File: config.mk
export PLATFORM = sky130hd
export DESIGN_NAME = ffba_table
export DESIGN_NICKNAME = d
export VERILOG_FILES = /design/src/design/ffba_pkg.sv /design/src/design/ffba_table.sv
export SDC_FILE = /design/constraint.sdc
export NUM_CORES = 2
export LEC_CHECK = 0
export ABC_AREA = 1
export BUFFER_PORTS_ARGS = -buffer_cell sky130_fd_sc_hd__buf_2
export CAP_MARGIN = 20
export CELL_PAD_IN_SITES_DETAIL_PLACEMENT = 0
export CELL_PAD_IN_SITES_GLOBAL_PLACEMENT = 1
export CORE_MARGIN = 4
export CORE_UTILIZATION = 51
export DETAILED_ROUTE_END_ITERATION = 10
export PLACE_DENSITY_LB_ADDON = 0.1
export SLEW_MARGIN = 20
export SYNTH_ARGS = -nofsm -noshare
export SYNTH_HDL_FRONTEND = slang
export SYNTH_MEMORY_MAX_BITS = 65536
export SYNTH_SLANG_ARGS = --single-unit
File: constraint.sdc
create_clock -name clock -period 10.97 [get_ports clock]
set_input_delay 2.194 -clock clock [delete_from_list [all_inputs] [get_ports clock]]
set_output_delay 2.194 -clock clock [all_outputs]
set_load 0.02 [all_outputs]
File: src/design/ffba_pkg.sv
`default_nettype none

package ffba_pkg;

   localparam int MAX_BLOCKS_DEF   = 64;
   localparam int HEADER_BYTES_DEF = 6;

   // item opcodes
   localparam logic [1:0] OP_ALLOC = 2'd0;
   localparam logic [1:0] OP_FREE  = 2'd1;
   localparam logic [1:0] OP_QUERY = 2'd2;

   // result status codes
   localparam logic [1:0] ST_DONE     = 2'd0;
   localparam logic [1:0] ST_IGNORED  = 2'd1;
   localparam logic [1:0] ST_NO_ROOM  = 2'd2;
   localparam logic [1:0] ST_NO_BLOCK = 2'd3;

   typedef struct packed {
      logic [31:0] header;
      logic [31:0] size;
      logic        used;
   } entry_type;

   // configuration seen by the sequencer
   typedef struct packed {
      logic        clear;   // region_start written this cycle
      logic [31:0] start;   // value being written to region_start
      logic [31:0] bytes;   // current region_bytes
   } cfg_type;

endpackage

`default_nettype wire

File: src/design/ffba_table.sv
`default_nettype none

module ffba_table #(
   parameter int MAX_BLOCKS = ffba_pkg::MAX_BLOCKS_DEF
) (
   input  wire logic                          clock,
   input  wire logic                          wr_en,
   input  wire logic [$clog2(MAX_BLOCKS)-1:0] wr_addr,
   input  wire ffba_pkg::entry_type           wr_data,
   input  wire logic                          rd_en,
   input  wire logic [$clog2(MAX_BLOCKS)-1:0] rd_addr,
   output ffba_pkg::entry_type                rd_data
);
   import ffba_pkg::*;

   entry_type mem_ff [MAX_BLOCKS];
   entry_type rd_data_ff;

   always_ff @(posedge clock) begin
      if (wr_en) begin
         mem_ff[wr_addr] <= wr_data;
      end
   end

   always_ff @(posedge clock) begin
      if (rd_en) begin
         rd_data_ff <= mem_ff[rd_addr];
      end
   end

   assign rd_data = rd_data_ff;

endmodule

`default_nettype wire

==> results.md <==
- Outcome: finished clean
- Leak pwr: approximately 65 nW
- Hold WS: roughly 0.86 ns
- Synth unique cells: 13
- Pwr Total: roughly 34 mW
- Rows: 210
- Setup crit start kind: primary input
- Detailed Place HPWL: about 270000 µm
- PD cells: ~180 nW/µm²
- Synthesized flop and latch total: 4225
- Placed cell areas: 173000 µm²
- Required time of the critical path: 11.58 ns
- Worst skew pair latency: 0.99 ns
- Die Span Y: roughly 580 µm
- CP Class: primary input to flip-flop
- Fin. max-slew vios: 0
- Vias per inst: about 6.1
- Worst Skew: ~0.044 ns
- RSZ-0062 raised after global routing: false
- Fin. Hold Viols: 0
- CTS resizes: 0
- First-pass DRT Iterations: 6
- Sequential fraction of the synthesis area: between 70% and 80%
- Initial antenna violation count: 29
- Cell area after layout: between 150000 and 200000 µm²
- MaxCap Viol Count: 0
- Root Buffer: clkbuf_16
- Final Setup Violations: 0
- WL/cell: between 20 and 30 µm
- CTS tree: built
- Worst-Margin Slew: 1.24 ns
- CTS max path bufs: 4
- Largest net degree at the start of global routing: 236
- Mean Syn Cell Area: about 12 µm²
- Critical path endpoint category: flip-flop
- Routed Antenna Nets: 0
- TritonCTS buffer count: 434
- CTS H-tree lvls: 5
- Routed WL: 547000 µm
- # port buffers: roughly 140
- Synth Warn #: 0
- Number of placed I/O pins: between 100 and 150
- Number of remaining DRC errors: 0
- Maximum VDD drop: around 160 µV
- Syn nets: 13700
- Routability congestion estimate: between 0.8 and 0.9
- Area growth syn-to-layout: 11.2%
- Fillcell total: 26800
- Crit Path Max Fanout: 27
- Global Route Usage Sum: a little under a third
- Area of the die: approximately 340000 µm²
- Synthesized area: 168000 µm²
- Final worst path period share: between 40% and 50%
- CTS Hold Bufs: 0
- Initial drt markers: about 15000
- Sink Count: approximately 4200
- WP data arrival: 5.79 ns
- Slew headroom: between 10% and 20%
- Hold Crit Class: flip-flop to flip-flop
- Vias in the first global route: 104000
- Fraction of layout cells with a size suffix above 1: between 7 and 8%
- Post-layout min period: just over 5 ns
- Post-CTS Setup Bufs: 0
- Width of the die: about 580 µm
- Worst-path clk slew: roughly 0.06 ns
- Core area: around 330000 µm²
- Via count: between 100k and 150k
- First-pass GRT wire length: between 700000 and 800000 µm
- Final net count: roughly 14000
- Initial Utilization: 51.2%
- Syn Inst Count: 13600
- Setup TNS: 0 ns
- Fmax: 0.193 GHz
- Total grt overflow: 0
cells by family after synthesis:
kind of cell	Yosys count	synth area share, %
buffers and inverters	923	2.50
DFF	4225	75.6
and+or+nand+nor	8465	21.9
layout by cell type (no fill, tap or decap):
cell type	count
clkinv_4	1
buf_12	35
nand4_1	9
edfxtp_1	4225
clkbuf_1	89
nor4_2	8
clkinv_2	90
inv_6	10
nand3_1	3907
clkinv_1	110
bufinv_16	33
buf_4	238
clkinv_8	11
buf_8	4
nor2_4	56
buf_2	101
clkinvlp_4	16
buf_6	2
inv_8	5
nand2_1	4485
diode_2	16
clkbuf_16	438
inv_1	6
inv_16	1
buf_16	11
worst max-delay path: stages:
cell and delay [ns]:
buf_2 0.17, inv_1 0.24, nand4_1 0.71, nor2_4 1.12, buf_4 0.77, buf_4 0.50
synthesized netlist by cell type, drive strengths merged:
library cell | number | share of area (%)
nor4 | 8 | 0.030
edfxtp | 4225 | 76
clkbuf | 258 | 0.58
nand4 | 9 | 0.034
nand2 | 4485 | 10
nand3 | 3907 | 12
buf | 653 | 1.9
inv | 12 | 0.027
nor2 | 56 | 0.13
layer usage:
| metal | routed length, µm | GRT usage, % |
|---|---|---|
| met1 | 227000 | 46.7 |
| met2 | 247000 | 48.2 |
| met3 | 52500 | 5.24 |
| met4 | 19700 | 10.4 |
| met5 | 57 | 0 |
layout make-up:
cell class | instances | area, µm² | area share (%)
inverters | 12 | 87.6 | 0.0470
multi-input cells | 8465 | 37200 | 19.9
repair buffers | 391 | 3380 | 1.81
clock buffers | 527 | 11300 | 6.05
well taps | 4346 | 5440 | 2.91
flip-flops and latches | 4225 | 127000 | 68.0
clock inverters | 271 | 2260 | 1.21
diodes | 16 | 40.0 | 0.0215
stage by stage:
stage	util, %	instances	setup slack, ns
2_1_floorplan	-	13600	1.40
3_3_place_gp	52.7	17400	4.91
3_5_place_dp	52.8	17400	4.85
4_1_cts	56.9	18200	5.91
5_1_grt	57.0	18200	5.56
6_report	57.0	18300	5.79
sequential cells by signal, summed over array words and instances (netlist names):
signal and cells:
rd_data 65, mem_ff 4160
final timing paths:
kind	start	endpoint	slack [ns]	depth (start not counted)
max	wr_addr[0]	mem_ff[44][44]$_DFFE_PP_	5.79	6
min	mem_ff[36][23]$_DFFE_PP_	rd_data[23]$_DFFE_PP_	0.86	8
max reg2reg	mem_ff[1][35]$_DFFE_PP_	rd_data[35]$_DFFE_PP_	9.20	8
min reg2reg	mem_ff[36][23]$_DFFE_PP_	rd_data[23]$_DFFE_PP_	0.86	8
where the power goes:
part	switching [mW]	leakage (nW)	internal [mW]
sequential	0.0566	38.1	17.9
clock	6.18	6.63	8.07
combinational	1.49	20.5	0.448
Power figures use the tool's default switching activity.
