## config.mk

```make
export PLATFORM = sky130hd
export DESIGN_NAME = ffba_ctrl
export DESIGN_NICKNAME = d
export VERILOG_FILES = /design/src/design/ffba_pkg.sv /design/src/design/ffba_ctrl.sv
export SDC_FILE = /design/constraint.sdc
export NUM_CORES = 1
export LEC_CHECK = 0
export ABC_AREA = 1
export ABC_CLOCK_PERIOD_IN_PS = 9300
export BUFFER_PORTS_ARGS = -buffer_cell sky130_fd_sc_hd__buf_2
export CAP_MARGIN = 20
export CORE_ASPECT_RATIO = 0.5
export CORE_UTILIZATION = 46
export DETAILED_ROUTE_END_ITERATION = 7
export GPL_ROUTABILITY_DRIVEN = 0
export PLACE_DENSITY = 0.68
export SYNTH_ARGS = -nofsm -noshare
export SYNTH_HDL_FRONTEND = slang
export SYNTH_SLANG_ARGS = --single-unit
```

## constraint.sdc

```tcl
create_clock -name clock -period 9.3 [get_ports clock]
set_input_delay 2.325 -clock clock [delete_from_list [all_inputs] [get_ports clock]]
set_output_delay 2.325 -clock clock [all_outputs]
set_load 0.02 [all_outputs]
```

## src/design/ffba_pkg.sv

```systemverilog
`default_nettype none

package ffba_pkg;

   localparam int MAX_BLOCKS_DEF   = 64;
   localparam int HEADER_BYTES_DEF = 6;

   // item opcodes
   localparam logic [1:0] OP_ALLOC = 2'd0;
   localparam logic [1:0] OP_FREE  = 2'd1;
   localparam logic [1:0] OP_QUERY = 2'd2;

   // result status codes
   localparam logic [1:0] ST_DONE     = 2'd0;
   localparam logic [1:0] ST_IGNORED  = 2'd1;
   localparam logic [1:0] ST_NO_ROOM  = 2'd2;
   localparam logic [1:0] ST_NO_BLOCK = 2'd3;

   typedef struct packed {
      logic [31:0] header;
      logic [31:0] size;
      logic        used;
   } entry_type;

   // configuration seen by the sequencer
   typedef struct packed {
      logic        clear;   // region_start written this cycle
      logic [31:0] start;   // value being written to region_start
      logic [31:0] bytes;   // current region_bytes
   } cfg_type;

endpackage

`default_nettype wire

```

## src/design/ffba_ctrl.sv

```systemverilog
`default_nettype none

module ffba_ctrl #(
   parameter int MAX_BLOCKS   = ffba_pkg::MAX_BLOCKS_DEF,
   parameter int HEADER_BYTES = ffba_pkg::HEADER_BYTES_DEF
) (
   input  wire logic                          clock,
   input  wire logic                          reset,
   input  wire ffba_pkg::cfg_type             cfg,
   // item in
   input  wire logic                          req_valid,
   output logic                               req_ready,
   input  wire logic [1:0]                    req_op,
   input  wire logic [31:0]                   req_request_bytes,
   input  wire logic [31:0]                   req_payload_address,
   input  wire logic [5:0]                    req_block_index,
   // item out
   output logic                               rsp_valid,
   input  wire logic                          rsp_ready,
   output logic [1:0]                         rsp_status,
   output logic [31:0]                        rsp_result_payload,
   output logic [31:0]                        rsp_result_header,
   output logic [31:0]                        rsp_result_size,
   output logic                               rsp_result_in_use,
   output logic [31:0]                        rsp_region_end,
   output logic [31:0]                        rsp_bytes_in_use,
   output logic [31:0]                        rsp_bytes_reserved,
   // table port
   output logic                               mem_wr_en,
   output logic [$clog2(MAX_BLOCKS)-1:0]      mem_wr_addr,
   output ffba_pkg::entry_type                mem_wr_data,
   output logic                               mem_rd_en,
   output logic [$clog2(MAX_BLOCKS)-1:0]      mem_rd_addr,
   input  wire ffba_pkg::entry_type           mem_rd_data
);
   import ffba_pkg::*;

   localparam int IW = $clog2(MAX_BLOCKS);
   localparam int CW = $clog2(MAX_BLOCKS + 1);

   localparam logic [2:0] S_IDLE   = 3'd0;
   localparam logic [2:0] S_SCAN   = 3'd1;
   localparam logic [2:0] S_QRD    = 3'd2;
   localparam logic [2:0] S_QWT    = 3'd3;
   localparam logic [2:0] S_APPEND = 3'd4;
   localparam logic [2:0] S_COMMIT = 3'd5;

   localparam logic [2:0] K_REUSE  = 3'd0;
   localparam logic [2:0] K_APPEND = 3'd1;
   localparam logic [2:0] K_FREE   = 3'd2;
   localparam logic [2:0] K_QUERY  = 3'd3;
   localparam logic [2:0] K_FAIL   = 3'd4;

   logic [2:0]    state_ff, state_in;
   logic [1:0]    op_ff, op_in;
   logic [31:0]   req_bytes_ff, req_bytes_in;
   logic [31:0]   target_ff, target_in;
   logic [5:0]    idx_ff, idx_in;
   logic [32:0]   need_ff, need_in;
   logic [CW-1:0] scan_ptr_ff, scan_ptr_in;
   logic          chk_valid_ff, chk_valid_in;
   logic          chk_last_ff, chk_last_in;
   logic [CW-1:0] chk_idx_ff, chk_idx_in;
   logic [2:0]    kind_ff, kind_in;
   logic [1:0]    fail_status_ff, fail_status_in;
   entry_type     hit_ff, hit_in;
   logic [IW-1:0] hit_idx_ff, hit_idx_in;
   logic [CW-1:0] count_ff, count_in;
   logic [31:0]   bump_ff, bump_in;
   logic [31:0]   reserved_ff, reserved_in;
   logic [31:0]   used_total_ff, used_total_in;
   logic          rsp_valid_ff, rsp_valid_in;

   logic [1:0]    rsp_status_ff, rsp_status_in;
   logic [31:0]   rsp_payload_ff, rsp_payload_in;
   logic [31:0]   rsp_header_ff, rsp_header_in;
   logic [31:0]   rsp_size_ff, rsp_size_in;
   logic          rsp_in_use_ff, rsp_in_use_in;
   logic [31:0]   rsp_end_ff, rsp_end_in;
   logic [31:0]   rsp_used_ff, rsp_used_in;
   logic [31:0]   rsp_reserved_ff, rsp_reserved_in;

   logic          accept;
   logic          out_free;
   logic          commit;
   logic          issue;
   logic [CW-1:0] ptr_next;
   logic          alloc_fit;
   logic          free_match;
   logic          hit;
   logic [31:0]   idx_wide;
   logic          query_ok;
   logic [33:0]   sum_reserved;
   logic [33:0]   sum_end;
   logic          append_fail;
   logic          done;

   assign accept   = req_valid && req_ready;
   assign out_free = !rsp_valid_ff || rsp_ready;
   assign commit   = (state_ff == S_COMMIT) && out_free;
   assign issue    = scan_ptr_ff < count_ff;
   assign ptr_next = scan_ptr_ff + CW'(1);
   assign idx_wide = 32'(idx_ff);
   assign query_ok = 32'(req_block_index) < 32'(count_ff);

   assign alloc_fit  = !mem_rd_data.used && (mem_rd_data.size >= req_bytes_ff);
   assign free_match = mem_rd_data.header == target_ff;
   assign hit        = chk_valid_ff && ((op_ff == OP_ALLOC) ? alloc_fit : free_match);

   assign sum_reserved = 34'(reserved_ff) + 34'(need_ff);
   assign sum_end      = 34'(bump_ff) + 34'(need_ff);
   assign append_fail  = (count_ff == CW'(MAX_BLOCKS)) ||
                         (sum_reserved > 34'(cfg.bytes)) ||
                         (sum_end[33:32] != 2'b00);

   assign done = kind_ff != K_FAIL;

   // Table writes happen only in S_COMMIT and reads only in the other states,
   // so a read never overlaps a pending write to the same entry.
   always_comb begin
      mem_rd_en   = 1'b0;
      mem_rd_addr = scan_ptr_ff[IW-1:0];
      if (state_ff == S_SCAN) begin
         mem_rd_en = issue;
      end else if (state_ff == S_QRD) begin
         mem_rd_en   = 1'b1;
         mem_rd_addr = idx_wide[IW-1:0];
      end
      mem_wr_en          = commit && (kind_ff == K_REUSE || kind_ff == K_APPEND ||
                                      kind_ff == K_FREE);
      mem_wr_addr        = hit_idx_ff;
      mem_wr_data        = hit_ff;
      mem_wr_data.used   = kind_ff != K_FREE;
   end

   always_comb begin
      state_in       = state_ff;
      op_in          = op_ff;
      req_bytes_in   = req_bytes_ff;
      target_in      = target_ff;
      idx_in         = idx_ff;
      need_in        = need_ff;
      scan_ptr_in    = scan_ptr_ff;
      chk_valid_in   = 1'b0;
      chk_last_in    = ptr_next == count_ff;
      chk_idx_in     = scan_ptr_ff;
      kind_in        = kind_ff;
      fail_status_in = fail_status_ff;
      hit_in         = hit_ff;
      hit_idx_in     = hit_idx_ff;
      count_in       = count_ff;
      bump_in        = bump_ff;
      reserved_in    = reserved_ff;
      used_total_in  = used_total_ff;
      rsp_valid_in   = rsp_valid_ff && !rsp_ready;

      rsp_status_in   = rsp_status_ff;
      rsp_payload_in  = rsp_payload_ff;
      rsp_header_in   = rsp_header_ff;
      rsp_size_in     = rsp_size_ff;
      rsp_in_use_in   = rsp_in_use_ff;
      rsp_end_in      = rsp_end_ff;
      rsp_used_in     = rsp_used_ff;
      rsp_reserved_in = rsp_reserved_ff;

      case (state_ff)
         S_IDLE: begin
            if (accept) begin
               op_in          = req_op;
               req_bytes_in   = req_request_bytes;
               target_in      = req_payload_address - 32'(HEADER_BYTES);
               idx_in         = req_block_index;
               need_in        = 33'(req_request_bytes) + 33'(HEADER_BYTES);
               scan_ptr_in    = '0;
               kind_in        = K_FAIL;
               fail_status_in = ST_IGNORED;
               state_in       = S_COMMIT;
               case (req_op)
                  OP_ALLOC: begin
                     if (req_request_bytes != '0) begin
                        state_in = (count_ff == '0) ? S_APPEND : S_SCAN;
                     end
                  end
                  OP_FREE: begin
                     if (req_payload_address != '0 && count_ff != '0) begin
                        state_in = S_SCAN;
                     end
                  end
                  OP_QUERY: begin
                     if (query_ok) begin
                        state_in = S_QRD;
                     end else begin
                        fail_status_in = ST_NO_BLOCK;
                     end
                  end
                  default: begin
                  end
               endcase
            end
         end
         S_SCAN: begin
            if (hit) begin
               hit_in     = mem_rd_data;
               hit_idx_in = chk_idx_ff[IW-1:0];
               if (op_ff == OP_ALLOC) begin
                  kind_in = K_REUSE;
               end else if (mem_rd_data.used) begin
                  kind_in = K_FREE;
               end else begin
                  kind_in        = K_FAIL;
                  fail_status_in = ST_IGNORED;
               end
               state_in = S_COMMIT;
            end else if (chk_valid_ff && chk_last_ff) begin
               if (op_ff == OP_ALLOC) begin
                  state_in = S_APPEND;
               end else begin
                  kind_in        = K_FAIL;
                  fail_status_in = ST_IGNORED;
                  state_in       = S_COMMIT;
               end
            end else if (issue) begin
               chk_valid_in = 1'b1;
               scan_ptr_in  = ptr_next;
            end
         end
         S_QRD: begin
            state_in = S_QWT;
         end
         S_QWT: begin
            hit_in   = mem_rd_data;
            kind_in  = K_QUERY;
            state_in = S_COMMIT;
         end
         S_APPEND: begin
            if (append_fail) begin
               kind_in        = K_FAIL;
               fail_status_in = ST_NO_ROOM;
            end else begin
               kind_in     = K_APPEND;
               hit_in      = '{header: bump_ff, size: req_bytes_ff, used: 1'b1};
               hit_idx_in  = count_ff[IW-1:0];
            end
            state_in = S_COMMIT;
         end
         S_COMMIT: begin
            if (out_free) begin
               case (kind_ff)
                  K_REUSE:  used_total_in = used_total_ff + hit_ff.size;
                  K_FREE:   used_total_in = used_total_ff - hit_ff.size;
                  K_APPEND: begin
                     used_total_in = used_total_ff + hit_ff.size;
                     count_in      = count_ff + CW'(1);
                     bump_in       = bump_ff + need_ff[31:0];
                     reserved_in   = reserved_ff + need_ff[31:0];
                  end
                  default: begin
                  end
               endcase
               rsp_valid_in    = 1'b1;
               rsp_status_in   = done ? ST_DONE : fail_status_ff;
               rsp_payload_in  = done ? hit_ff.header + 32'(HEADER_BYTES) : '0;
               rsp_header_in   = done ? hit_ff.header : '0;
               rsp_size_in     = done ? hit_ff.size : '0;
               if (kind_ff == K_QUERY) begin
                  rsp_in_use_in = hit_ff.used;
               end else begin
                  rsp_in_use_in = kind_ff == K_REUSE || kind_ff == K_APPEND;
               end
               rsp_end_in      = bump_in;
               rsp_used_in     = used_total_in;
               rsp_reserved_in = reserved_in;
               state_in        = S_IDLE;
            end
         end
         default: begin
            state_in = S_IDLE;
         end
      endcase

      // region_start write empties the heap
      if (cfg.clear) begin
         count_in      = '0;
         bump_in       = cfg.start;
         reserved_in   = '0;
         used_total_in = '0;
      end
   end

   always_ff @(posedge clock) begin
      if (reset) begin
         state_ff      <= S_IDLE;
         chk_valid_ff  <= 1'b0;
         count_ff      <= '0;
         bump_ff       <= '0;
         reserved_ff   <= '0;
         used_total_ff <= '0;
         rsp_valid_ff  <= 1'b0;
      end else begin
         state_ff      <= state_in;
         chk_valid_ff  <= chk_valid_in;
         count_ff      <= count_in;
         bump_ff       <= bump_in;
         reserved_ff   <= reserved_in;
         used_total_ff <= used_total_in;
         rsp_valid_ff  <= rsp_valid_in;
      end
   end

   always_ff @(posedge clock) begin
      op_ff           <= op_in;
      req_bytes_ff    <= req_bytes_in;
      target_ff       <= target_in;
      idx_ff          <= idx_in;
      need_ff         <= need_in;
      scan_ptr_ff     <= scan_ptr_in;
      chk_last_ff     <= chk_last_in;
      chk_idx_ff      <= chk_idx_in;
      kind_ff         <= kind_in;
      fail_status_ff  <= fail_status_in;
      hit_ff          <= hit_in;
      hit_idx_ff      <= hit_idx_in;
      rsp_status_ff   <= rsp_status_in;
      rsp_payload_ff  <= rsp_payload_in;
      rsp_header_ff   <= rsp_header_in;
      rsp_size_ff     <= rsp_size_in;
      rsp_in_use_ff   <= rsp_in_use_in;
      rsp_end_ff      <= rsp_end_in;
      rsp_used_ff     <= rsp_used_in;
      rsp_reserved_ff <= rsp_reserved_in;
   end

   assign req_ready          = state_ff == S_IDLE;
   assign rsp_valid          = rsp_valid_ff;
   assign rsp_status         = rsp_status_ff;
   assign rsp_result_payload = rsp_payload_ff;
   assign rsp_result_header  = rsp_header_ff;
   assign rsp_result_size    = rsp_size_ff;
   assign rsp_result_in_use  = rsp_in_use_ff;
   assign rsp_region_end     = rsp_end_ff;
   assign rsp_bytes_in_use   = rsp_used_ff;
   assign rsp_bytes_reserved = rsp_reserved_ff;

   a_accept_leaves_idle: assert property (@(posedge clock) disable iff (reset)
      accept |=> state_ff != S_IDLE)
      else $error("accepted item did not start work");

   a_count_bound: assert property (@(posedge clock) disable iff (reset)
      count_ff <= CW'(MAX_BLOCKS))
      else $error("block count beyond table depth");

   a_count_step: assert property (@(posedge clock) disable iff (reset)
      (!$past(reset) && count_ff != $past(count_ff)) |->
         (count_ff == $past(count_ff) + CW'(1) || count_ff == '0))
      else $error("block count moved by more than one");

   a_rsp_from_commit: assert property (@(posedge clock) disable iff (reset)
      (!$past(reset) && $rose(rsp_valid_ff)) |-> $past(state_ff) == S_COMMIT)
      else $error("result raised outside commit");

   a_write_in_commit: assert property (@(posedge clock) disable iff (reset)
      mem_wr_en |-> (state_ff == S_COMMIT && !mem_rd_en))
      else $error("table write overlaps a read");

endmodule

`default_nettype wire

```

==> results of run 1 <==
-- cells by family (layout without fill, tap and decap cells) --
| logic type | Yosys count | count (layout) | share of synthesized area |
|---|---|---|---|
| other | 0 | 9 | 0 |
| AO/OA/AOI/OAI | 647 | 647 | 0.119 |
| flip-flops | 496 | 496 | 0.459 |
| XOR/XNOR | 180 | 180 | 0.0527 |
| buffers and inverters | 649 | 1088 | 0.0901 |
| adder cells (fa/ha/maj) | 181 | 181 | 0.0764 |
| AND/OR/NAND/NOR | 1384 | 1384 | 0.203 |
-- metal layers --
metal | vias to the layer above | track usage
met5 | - | 0
met4 | 0 | 0.129
met3 | 236 | 0.0414
met2 | 1077 | 0.437
met1 | 12108 | 0.362
li1 | 12597 | -
-- synthesized netlist by cell type (7+ instances only) --
master / count
a21o_1: 22
a21oi_1: 223
a31oi_1: 37
buf_1: 7
buf_2: 11
buf_4: 66
clkbuf_1: 62
dfxtp_1: 115
edfxtp_1: 381
ha_1: 178
inv_1: 493
inv_2: 8
nand2_1: 706
nand3_1: 124
nand3b_1: 8
nand4_1: 44
nor2_1: 340
nor2_2: 9
nor3_1: 57
nor3_2: 7
nor4_1: 21
nor4_2: 7
o211ai_1: 15
o21a_1: 10
o21ai_0: 275
o21ai_1: 13
o21bai_1: 10
or2_2: 22
xnor2_1: 62
xor2_1: 118
-- layout make-up --
cell class	instances	share of cell area
Inverter	503	0.0548
Timing Repair Buffer	499	0.0742
Antenna cell	9	0.000654
Clock inverter	34	0.0105
Sequential cell	496	0.399
Multi-Input combinational cell	2392	0.393
Tap cell	871	0.0316
Clock buffer	52	0.0362
-- how the worst min path moves through the flow --
| stage | to | cells past startpoint | startpoint | slack (ns) |
|---|---|---|---|---|
| 3_3_place_gp | chk_idx_ff[5] | 0 | chk_idx_in[5] | 0.39 |
| 6_report | chk_idx_ff[5] | 0 | chk_idx_in[5] | 0.42 |
| 4_1_cts | chk_idx_ff[5] | 0 | chk_idx_in[5] | 0.41 |
| 2_1_floorplan | chk_idx_ff[5] | 0 | chk_idx_in[5] | 0.38 |
| 5_1_grt | chk_idx_ff[5] | 0 | chk_idx_in[5] | 0.43 |
| 3_5_place_dp | chk_idx_ff[5] | 0 | chk_idx_in[5] | 0.40 |
-- worst reg2reg max path, delay by kind of cell (launching register included) --
family	cells	cell delay [ns]
AND/OR/NAND/NOR	20	1.90
flip-flops	1	0.54
adder cells (fa/ha/maj)	3	0.93
buffers and inverters	3	0.86
AO/OA/AOI/OAI	4	0.84
-- registers in the layout, indices dropped and copies added, names as in the netlist, 31 cells and up --
| signal | count |
|---|---|
| rsp_result_size | 32 |
| target_ff | 32 |
| rsp_bytes_reserved | 32 |
| rsp_result_payload | 32 |
| bump_ff | 32 |
| rsp_result_header | 31 |
| rsp_region_end | 32 |
| rsp_bytes_in_use | 32 |
| reserved_ff | 32 |
| need_ff | 32 |
| req_bytes_ff | 32 |
| used_total_ff | 32 |
| mem_wr_data | 64 |
-- stage by stage --
stage	instances	cell area, um^2	utilization	power, uW
after floorplan	3537	29900	-	5980
after global placement	4760	32800	0.515	6980
after detailed placement	4761	32800	0.515	7070
after CTS	4847	34400	0.541	9130
after global routing	4856	34400	0.541	9650
final	4856	34400	0.541	9160
-- where the power goes --
group	internal, uW	switching [uW]	total (uW)	leakage (uW)
logic	1020	2550	3580	0.0104
registers	3110	399	3510	0.00449
clock network	1170	909	2080	0.000793
total	5300	3860	9160	0.0157
==> flow_summary.ini, run 1 <==
[clock_tree]
post-cts-setup-buffers = 0
ctsHoldBuffers = 0
cts.sink_count = 496
cts_buffer_depth = 3
tritoncts = yes
root_buffer = clkbuf_16
clk_latency_ns = 0.59
cts.clk_slew.worst_paths_ns = 0.06
cts-resized-gates = 0
cts_buffers = 48
htree_levels = 2

[logic_synthesis]
netlist_area_um2 = 29900
syn_nets = 3924
netlist_instances = 3537
seq_area_frac_synth = 0.459
synth_top_area_frac = 0.382
ys_types = 58
synthArstFlopShare = 0
yosys.area.top_type = edfxtp_1
synth-edff-count = 381
synth.area.top_cells = edfxtp_1 (38%), nand2_1 (8.9%), dfxtp_1 (7.7%)
avgSynthCellArea_um2 = 8.46
yosys_warnings = 0
dominantRegCellSynth = edfxtp_1
ys_ff_latch = 496

[grt]
grt_pass1_wl_um = 138000
grt_max_degree = 118
gr-total-overflow = 0
grt_pass1_vias = 24109
track_usage = 0.272
antenna_found_initial = 12

[setup_path]
worst-path-stages = 8
path_class = input port to primary output
r2r_slack_ns = 3.78
crit_path_start = rsp_ready
reg2reg_depth = 30
r2r-end = mem_wr_data[21]
cpLargestDelayFamily = buffers and inverters
slowest_delay_ns = 0.71
cp_num_buf_inv = 5
cp.arrival_ns = 4.19
crit_path_end = mem_wr_en
worstPathMaxFanout = 57
rr_startpoint = req_bytes_ff[0]
cp-start-kind = input port
cp-end-kind = primary output
critPathSlowestCell = buf_4
path_cells = buf_2 > nor2_1 > nor2_4 > buf_4 > inv_2 > nor2_2 > buf_4 > buf_2
cp_data_required_time_ns = 6.98

[placement]
post-place-ws_ns = 2.79
portBuffers = 481
dp_hpwl_um = 73500

[timing]
min_period_ns = 6.52
finalWorstSetupSlack_ns = 2.78
setup_viol_count_final = 0
max-slew-margin-rel = 0.297
fin_tns_setup_ns = 0
holdWs_ns = 0.416
hold_viol = 0
drv_slew = 0
min_period_over_period = 0.701
rsz0062_at_grt = no
tightest_slew_ns = 1.06
fmax_mhz = 153
fin_skew_ns = 0.0198

[floorplan]
die-area_um2 = 66200
ioPinCount = 482
core_um2 = 63700
start_util = 0.470
fp.dieH_um = 182
die_w_um = 363
rows = 65

[layout]
regArea_um2 = 13700
mostFrequentLayoutCells = nand2_1 (705), inv_1 (492), buf_2 (481)
multi_input_area_um2 = 13500
nets = 4327
fillCellCount = 5881
area_growth_syn_to_layout_pct = 15.0
drive_above_1_share = 0.169
layout_commonest_cell = nand2_1

[routing]
wl_per_cell_um = 19.2
wl_um = 93200
via_per_inst = 5.36
met3_length_um = 7100
routed-via-count = 26018
drt_iter0_drc = 2507
m1WireLength_um = 39000
drc = 0
firstDrtPassIters = 6
routed.top_layer = met4
final_antenna_net_count = 0
dr_wl_met2_um = 42600

[run]
drv_cap = 0

[worst_hold_path]
hp-class = flop to flop

[run_status]
outcome = finished, final reports clean

[power]
peakVddDrop_mv = 0.166
power_density_nw_per_um2 = 266
p_leak_uw = 0.0157
No activity file was read; power rests on OpenSTA's default activity.
==> inputs of run 2 (changes only) <==
--- a/config.mk
+++ b/config.mk
@@ -5,8 +5,8 @@
 export SDC_FILE = /design/constraint.sdc
 export NUM_CORES = 1
 export LEC_CHECK = 0
-export ABC_AREA = 1
-export ABC_CLOCK_PERIOD_IN_PS = 9300
+export ABC_AREA = 0
+export ABC_CLOCK_PERIOD_IN_PS = 6130
 export BUFFER_PORTS_ARGS = -buffer_cell sky130_fd_sc_hd__buf_2
 export CAP_MARGIN = 20
 export CORE_ASPECT_RATIO = 0.5
==> constraint.sdc (replaced) <==
create_clock -name clock -period 6.13 [get_ports clock]
set_input_delay 1.5325 -clock clock [delete_from_list [all_inputs] [get_ports clock]]
set_output_delay 1.5325 -clock clock [all_outputs]
set_load 0.02 [all_outputs]
==> run 2 against run 1 <==
Against the previous run:
- synthesized area down 5.5%
- utilization up 0.66 points
- clock-buffer cell count grew 11
- design area is 4.6% lower
- clock skew up 0.0052 ns
- final cell count is 15% lower
- synthesized cell count is 20% lower
- critical path depth grew 12
- global-route usage increased by 0.16 points
- worst hold slack improved by 0.062 ns
- non-clock buffer count increased by 8
- critical endpoint is now mem_wr_data[14]
- highest routed layer is now met5
==> flow_summary.ini, run 2 <==
[timing]
tightest_slew_ns = 1.10
max-slew-margin-rel = 0.262
fin_tns_setup_ns = 0
fin_skew_ns = 0.0250
drv_slew = 0
min_period_ns = 5.63
rsz0062_at_grt = no
setup_viol_count_final = 0
fmax_mhz = 177
finalWorstSetupSlack_ns = 0.495
hold_viol = 0
min_period_over_period = 0.919

[setup_path]
cp-end-kind = flop
cp-start-kind = flop
critPathSlowestCell = o41a_1
worstPathMaxFanout = 28
path_cells = ha_1 > nand2_1 > nor3_1 > buf_4 > and4_1 > a31oi_1 > o21ai_1 > a31oi_1 > o41a_1 > mux2_2 > and2_1 > ha_1 > a211oi_1 > o311ai_0 > a211oi_1 > o221ai_2 > o41ai_1 > a41oi_1 > nor2_4 > buf_12
worst-path-stages = 20
path_class = flop to flop
cpLargestDelayFamily = compound AO/OA/AOI/OAI gates
reg2reg_depth = 20
cp.arrival_ns = 5.91
cp_num_buf_inv = 2
cp_data_required_time_ns = 6.41
slowest_delay_ns = 0.47

[floorplan]
die-area_um2 = 62600
core_um2 = 60000
fp.dieH_um = 177
start_util = 0.472
ioPinCount = 482
die_w_um = 353
rows = 63

[layout]
mostFrequentLayoutCells = buf_2 (481), edfxtp_1 (381), nand2_1 (377)
fillCellCount = 5328
area_growth_syn_to_layout_pct = 16.1
drive_above_1_share = 0.200
largest_reg_flops = 64
final_area_um2 = 32800
final_cells = 4105
layout_commonest_cell = buf_2
nets = 3629

[logic_synthesis]
dominantRegCellSynth = edfxtp_1
synthArstFlopShare = 0
synthTopCellsByCount = edfxtp_1 (381), nand2_1 (379), nor2_1 (206)
seq_area_frac_synth = 0.486
netlist_instances = 2841
synth_most_common_cell = edfxtp_1
avgSynthCellArea_um2 = 9.96
ys_ff_latch = 496
synth.area.top_cells = edfxtp_1 (40%), dfxtp_1 (8.1%), ha_1 (7.9%)
syn_nets = 3228
synth-edff-count = 381
netlist_area_um2 = 28300
ys_types = 72
synth_top_area_frac = 0.404
yosys_warnings = 0
yosys.area.top_type = edfxtp_1

[routing]
firstDrtPassIters = 6
wl_um = 88600
drc = 0
routed-via-count = 23127
drt_iter0_drc = 2171
via_per_inst = 5.63
final_antenna_net_count = 0
wl_per_cell_um = 21.6

[clock_tree]
cts_buffer_depth = 3
cts_buffers = 47
cts.sink_count = 496
post-cts-setup-buffers = 0
cts-resized-gates = 0
root_buffer = clkbuf_16
htree_levels = 2
cts.clk_slew.worst_paths_ns = 0.07
tritoncts = yes
ctsHoldBuffers = 0
clk_latency_ns = 0.59

[power]
combPwrFrac = 0.257
peakVddDrop_mv = 0.243
internal-power_uw = 6840
pwr-share-seq = 0.438
p_leak_uw = 0.0138
pwr-share-clk = 0.305
switching_power_uw = 3400
switching_share = 0.332
power_density_nw_per_um2 = 312

[grt]
grt_max_degree = 159
track_usage = 0.274
antenna_found_initial = 18
grt_pass1_wl_um = 130000
gr-total-overflow = 0
grt_pass1_vias = 21722

[placement]
place_area_um2 = 31200
portBuffers = 481
dp_hpwl_um = 68000
dp.cells = 4005
post-place-ws_ns = 0.377

[worst_hold_path]
hold_depth = 2
hp-class = flop to flop

[run]
drv_cap = 0

[run_status]
outcome = finished, final reports clean
run 2: cell count changes in the layout (fill, tap and decap cells not counted), sizes merged, moves of 57 or more:
cell / before / now
nor2b: 0 / 65
nand2: 710 / 379
nor2: 354 / 206
inv: 501 / 134
o21ai: 290 / 189
xnor2: 62 / 134
a21o: 22 / 79
nand3: 128 / 61
run 2: per-stage QoR:
stage,hold slack [ns],power [uW],utilization
after floorplan,0.433,6290,-
after global placement,0.463,7100,0.520
after detailed placement,0.470,7150,0.520
after CTS,0.478,10200,0.547
after global routing,0.495,10700,0.547
final,0.478,10200,0.548
run 2: worst reg2reg max path, cell delays in order, from the launching register on:
cell	delay (ns)
edfxtp_1	0.41
ha_1	0.39
nand2_1	0.12
nor3_1	0.21
buf_4	0.17
and4_1	0.22
a31oi_1	0.08
o21ai_1	0.24
a31oi_1	0.26
o41a_1	0.47
mux2_2	0.29
and2_1	0.15
ha_1	0.31
a211oi_1	0.22
o311ai_0	0.16
a211oi_1	0.36
o221ai_2	0.28
o41ai_1	0.30
a41oi_1	0.14
nor2_4	0.30
buf_12	0.23
run 2: area by class of cell:
cell class | instances | area (um^2) | share of cell area
antenna | 13 | 32.5 | 0.000990
clock buffer | 63 | 1360 | 0.0414
clock inverter | 24 | 262 | 0.00796
inverter | 135 | 515 | 0.0157
multi-input combinational | 2055 | 13300 | 0.404
sequential | 496 | 13700 | 0.418
tap | 812 | 1020 | 0.0309
timing repair buffer | 507 | 2650 | 0.0808
run 2: per-layer routing:
metal | track usage | wire length, um | vias up | share of wire
met1 | 0.356 | 36400 | 10991 | 0.41
li1 | - | - | 10930 | -
met4 | 0.131 | 4430 | 4 | 0.050
met3 | 0.0457 | 6310 | 238 | 0.071
met5 | 0 | 23 | - | 0.00026
met2 | 0.447 | 41400 | 964 | 0.47
run 2: power groups by stage:
stage          clock (uW)  sequential, uW  combinational [uW]
3_5_place_dp            0            4550                2610
6_report             3120            4480                2630
2_1_floorplan           0            4520                1770
5_1_grt              3280            4510                2880
4_1_cts              3150            4470                2620
3_3_place_gp            0            4540                2560
run 2: logic make-up (layout without fill, tap and decap cells):
| family | Yosys count | count (layout) | synth area share |
|---|---|---|---|
| xor gates and xnor gates | 237 | 237 | 0.0733 |
| adders and majority gates | 181 | 181 | 0.0808 |
| muxes | 44 | 44 | 0.0174 |
| AOI/OAI and AO/OA | 631 | 631 | 0.137 |
| other | 0 | 13 | 0 |
| buffers and inverters | 290 | 729 | 0.0471 |
| and+or+nand+nor | 962 | 962 | 0.159 |
| DFF | 496 | 496 | 0.486 |
run 2: path summary, 6_finish.rpt:
path / start / endpoint / slack [ns]
worst max-delay path: need_ff[13] / mem_wr_data[14] / 0.50
worst min-delay path: reserved_ff[5] / reserved_ff[5] / 0.48
worst max register to register: need_ff[13] / mem_wr_data[14] / 0.50
worst min register to register: reserved_ff[5] / reserved_ff[5] / 0.48
